[src/rtl/tcw_pkg.sv]
// ----------------------------------------------------------------------------
// tcw_pkg
// Shared types, request codes and a helper function for the text console writer.
// ----------------------------------------------------------------------------
package tcw_pkg;

    localparam int COLS_DEF = 80;
    localparam int ROWS_DEF = 25;

    typedef enum logic [1:0] {
        REQ_CHAR   = 2'd0,
        REQ_SCROLL = 2'd1,
        REQ_CLEAR  = 2'd2,
        REQ_READ   = 2'd3
    } req_t;

    localparam logic [1:0] ST_OK      = 2'd0;
    localparam logic [1:0] ST_POS_ERR = 2'd1;
    localparam logic [1:0] ST_IGNORED = 2'd2;

    localparam logic [7:0] CH_NL    = 8'd10;
    localparam logic [7:0] CH_CR    = 8'd13;
    localparam logic [7:0] CH_TAB   = 8'd9;
    localparam logic [7:0] CH_BLANK = 8'h20;
    localparam logic [7:0] FILL_ATTR_RST = 8'h07;
    localparam logic [15:0] CELL_RST = 16'h0720;

    localparam logic [0:0] ADDR_FILL_ATTR = 1'b0;

    typedef struct packed {
        logic [1:0]  req_type;
        logic [7:0]  char_code;
        logic [7:0]  char_attr;
        logic [6:0]  start_col;
        logic [4:0]  start_row;
        logic        first_char;
        logic        last_char;
        logic [4:0]  line_count;
        logic [10:0] cell_index;
        logic [7:0]  red;
        logic [7:0]  green;
        logic [7:0]  blue;
    } in_item_t;

    typedef struct packed {
        logic [1:0]  status;
        logic [15:0] cell_data;
        logic [6:0]  cursor_col;
        logic [4:0]  cursor_row;
        logic [11:0] cursor_pos;
        logic        did_scroll;
    } out_item_t;

    // Map a clear color to its attribute byte.
    function automatic logic [7:0] colour_attr(logic [7:0] r, logic [7:0] g, logic [7:0] b);
        logic [7:0] a;
        if (r > g && r > b)      a = (r > 8'd128) ? 8'h0C : 8'h04;
        else if (g > r && g > b) a = (g > 8'd128) ? 8'h0A : 8'h02;
        else if (b > r && b > g) a = (b > 8'd128) ? 8'h09 : 8'h01;
        else if (r == g && g == b)
        begin
            if (r < 8'd64)       a = 8'h00;
            else if (r < 8'd128) a = 8'h08;
            else if (r < 8'd192) a = 8'h07;
            else                 a = 8'h0F;
        end
        else                     a = 8'h07;
        return a;
    endfunction

endpackage

[src/rtl/tcw_front.sv]
// ----------------------------------------------------------------------------
// tcw_front
// Input stage: accept transactions into a short queue ahead of the engine.
// ----------------------------------------------------------------------------
module tcw_front
    import tcw_pkg::*;
(
    input  logic     clk,
    input  logic     rst_n,
    input  logic     in_valid,
    output logic     in_stall,
    input  in_item_t in_item,
    output logic     q_valid,
    output in_item_t q_item,
    input  logic     q_pop
);
    // two-entry queue
    in_item_t  mem_reg [2];
    logic      wp_reg, wp_next, rp_reg, rp_next;
    logic [1:0] cnt_reg, cnt_next;
    logic      push;

    assign in_stall = (cnt_reg == 2'd2);
    assign push     = in_valid && !in_stall;
    assign q_valid  = (cnt_reg != 2'd0);
    assign q_item   = mem_reg[rp_reg];

    always_comb
    begin
        wp_next  = push ? ~wp_reg : wp_reg;
        rp_next  = q_pop ? ~rp_reg : rp_reg;
        cnt_next = cnt_reg + {1'b0, push} - {1'b0, q_pop};
    end

    always_ff @(posedge clk or negedge rst_n)
    begin
        if (!rst_n)
        begin
            wp_reg  <= 1'b0;
            rp_reg  <= 1'b0;
            cnt_reg <= 2'd0;
        end
        else
        begin
            wp_reg  <= wp_next;
            rp_reg  <= rp_next;
            cnt_reg <= cnt_next;
        end
    end

    always_ff @(posedge clk)
    begin
        if (push)
            mem_reg[wp_reg] <= in_item;
    end

    assert property (@(posedge clk) disable iff (!rst_n) q_pop |-> q_valid)
        else $error("pop from empty queue");
    assert property (@(posedge clk) disable iff (!rst_n) cnt_reg != 2'd3)
        else $error("queue count overflow");
    assert property (@(posedge clk) disable iff (!rst_n)
        (cnt_reg == 2'd2 && !q_pop) |=> cnt_reg == 2'd2)
        else $error("full queue lost an entry");
endmodule

[config.mk]
export PLATFORM = sky130hd
export DESIGN_NAME = tcw_front
export DESIGN_NICKNAME = d
export VERILOG_FILES = /design/src/rtl/tcw_pkg.sv /design/src/rtl/tcw_front.sv
export SDC_FILE = /design/constraint.sdc
export NUM_CORES = 1
export LEC_CHECK = 0
export BUFFER_PORTS_ARGS = -buffer_cell sky130_fd_sc_hd__buf_2
export CAP_MARGIN = 5
export CORE_ASPECT_RATIO = 0.5
export CORE_MARGIN = 4
export CORE_UTILIZATION = 45
export CTS_BUF_LIST = sky130_fd_sc_hd__clkbuf_8
export DETAILED_ROUTE_END_ITERATION = 16
export PLACE_DENSITY = 0.77
export SYNTH_ARGS = -nofsm -noshare
export SYNTH_HDL_FRONTEND = slang
export SYNTH_SLANG_ARGS = --single-unit
[constraint.sdc]
create_clock -name clk -period 4.7 [get_ports clk]
set_input_delay 0.47 -clock clk [delete_from_list [all_inputs] [get_ports clk]]
set_output_delay 0.47 -clock clk [all_outputs]
set_load 0.05 [all_outputs]
==> reports/metrics.cfg <==
[worst_setup_path]
crit_path_top_delay_cell=dfrtp_4
path_class=register to primary output
crit_chain=buf_4 -> mux2_4 -> buf_2
cp_max_fo=36
end_kind=primary output
cp-start-kind=register
critPathArrivalTime_ps=2370
cp.required_ps=4230
slowest_delay_ps=860

[power_and_ir_drop]
leakagePower_nw=2.817
p_clk_share_pct=19.3
p_int_w=0.003057
pwr-share-seq_pct=38.0
swShare_pct=40.96
powerDensity_nw_per_um2=739.9
p_sw_w=0.002121
max-vdd-ir-drop_v=0.0003381
power_frac_comb_pct=42.7

[global_routing]
grt_max_degree=73
grt_remaining_overflow=0
grt_pass1_vias=2912
grtUsageTotal_pct=13.69
antenna_found_initial=1
grt_pass1_wl_mm=14.86

[timing]
setup_viol=0
tightestPinTransition_ps=979.7
relSlewSlack_pct=34.69
setup_tns_ps=0
min_period_ps=2836
slew_violations=0
post-route-period-util_pct=60.33
hold_ws_ps=229.3
rsz0062_at_grt=no
fin_worst_skew_ps=13.13
fmax_mhz=352.7
hold_violations=0

[finish]
filler_cell_count=953
largest_reg_flops=144
num-nets-final=483
drive_above_1_share_pct=61.96
final_cell_area_um2=6998
areaGrowthSynthToFinish_pct=21.93
final_cell_mix=buf_2, edfxtp_1, mux2_4, clkbuf_8
num_antenna_cells=0
layout_commonest_cell=buf_2

[clocking]
cts_tree=yes
root_buffer=clkbuf_8
cts_resized=0
cts_buffers=17
cts_sinks=148
cts_setup_buffers=0
insertion_delay_ps=420
hold_buffers=1
cts_buffer_depth=2
path_clk_slew_ps=90
h-tree-depth=4

[routing]
routed_via_density=4.612
wl_per_cell_um=17.15
first_iter_violations=100
route.detailed.drc=0
vias=2689
dr.pass1.iters=4
postRouteAntennaNets=0
wl_mm=9.999

[synth]
yosysSeqAreaShare_pct=77.09
syn_inst=241
ys_warn_count=0
ys_ff_latch=148
synth_cell_types=15
synth_fp_nets=319
syn_area_per_cell_um2=23.81
synth_area_um2=5739

[job]
drv_cap=0

[placement]
place_congestion=0.7486
hpwl_mm=6.614
port_buffers=149
dpl-instance-area_um2=6579

[floorplan]
rows=28
chipWidth_um=167.7
dieHeight_um=87.86
core_um2=12120
initial_core_util_pct=47.35
die_area_um2=14730
ioPinCount=150

[outcome]
outcome=completed

[worst_hold_path]
hp-class=input port to register

==> worst max-delay path, delay by kind of cell, from the launching register on <==
| kind | cells | cell delay, ps |
|---|---|---|
| flip-flops | 1 | 860 |
| buffers and inverters | 2 | 700 |
| multiplexers | 1 | 340 |
==> through the flow <==
stage          worst slack, ps  cells  total power (W)  util (%)
6_report                  1864    583         0.005178     57.73
2_1_floorplan            602.8    241         0.003936         -
4_1_cts                   1808    583         0.005239     57.73
3_5_place_dp              2290    550         0.004240     54.27
3_3_place_gp              2325    550         0.004209     54.27
5_1_grt                   1726    583         0.005404     57.73
==> kinds of logic (layout without fill, tap and decap cells) <==
kind of cell  after synthesis  after routing  synth area share, %
xor+xnor                    4              4               0.6105
fa+ha+maj                   2              2               0.4359
buf+inv                    10            187                2.769
flops                     148            148                77.09
mux                        72             72                18.64
simple gates                5              5               0.4579
==> metal layers <==
metal / wire length, um / GRT usage, % / share of wire [%] / vias up
met5: 20 / 0 / 0.20 / -
met4: 195 / 5.817 / 2.0 / 2
met3: 431 / 4.463 / 4.3 / 16
met2: 5694 / 26.56 / 57 / 64
met1: 3656 / 13.79 / 37 / 1327
li1: - / - / - / 1280
==> power groups by stage <==
stage	Clock [W]	Combinational, W	Sequential [W]
finish	0.000999	0.00221	0.00197
global route	0.00109	0.00230	0.00200
CTS	0.00102	0.00224	0.00198
detailed placement	0	0.00224	0.00200
global placement	0	0.00222	0.00199
floorplan	0	0.00202	0.00191
==> area by class of cell <==
type	instances	area (um^2)	share of cell area, %
sequential	148	4428	63.28
timing repair buffer	153	778.2	11.12
inverter	2	7.507	0.1073
multi-input combinational	83	1169	16.70
clock inverter	14	161.4	2.306
tap	165	206.4	2.950
clock buffer	18	247.7	3.540
==> cell usage after synthesis <==
cell,instances,area share (%)
dfrtp_1,4,1.7
inv_1,2,0.13
nand2_1,1,0.065
xnor2_1,3,0.46
xor2_1,1,0.15
mux2_2,3,0.59
buf_6,1,0.20
nand2b_1,1,0.11
mux2_4,69,18
ha_1,2,0.44
buf_12,7,2.4
or2_2,1,0.11
and3_1,1,0.11
edfxtp_1,144,75
nor2_1,1,0.065
==> final timing paths <==
check / start / end / slack [ps] / cells after the start
setup reg to reg: cnt_reg[1]$_DFF_PN0_ / mem_reg[0][39]$_DFFE_PP_ / 2440 / 4
setup / recovery: rp_reg$_DFFE_PN0P_ / q_item[38] / 1860 / 3
hold / removal: in_item[12] / mem_reg[0][12]$_DFFE_PP_ / 230 / 1
max in group asynchronous: rst_n / rp_reg$_DFFE_PN0P_ / 4180 / 2
min in group asynchronous: rst_n / wp_reg$_DFFE_PN0P_ / 380 / 2
hold reg to reg: cnt_reg[0]$_DFF_PN0_ / cnt_reg[0]$_DFF_PN0_ / 530 / 1
(Power assumes the default switching activity.)
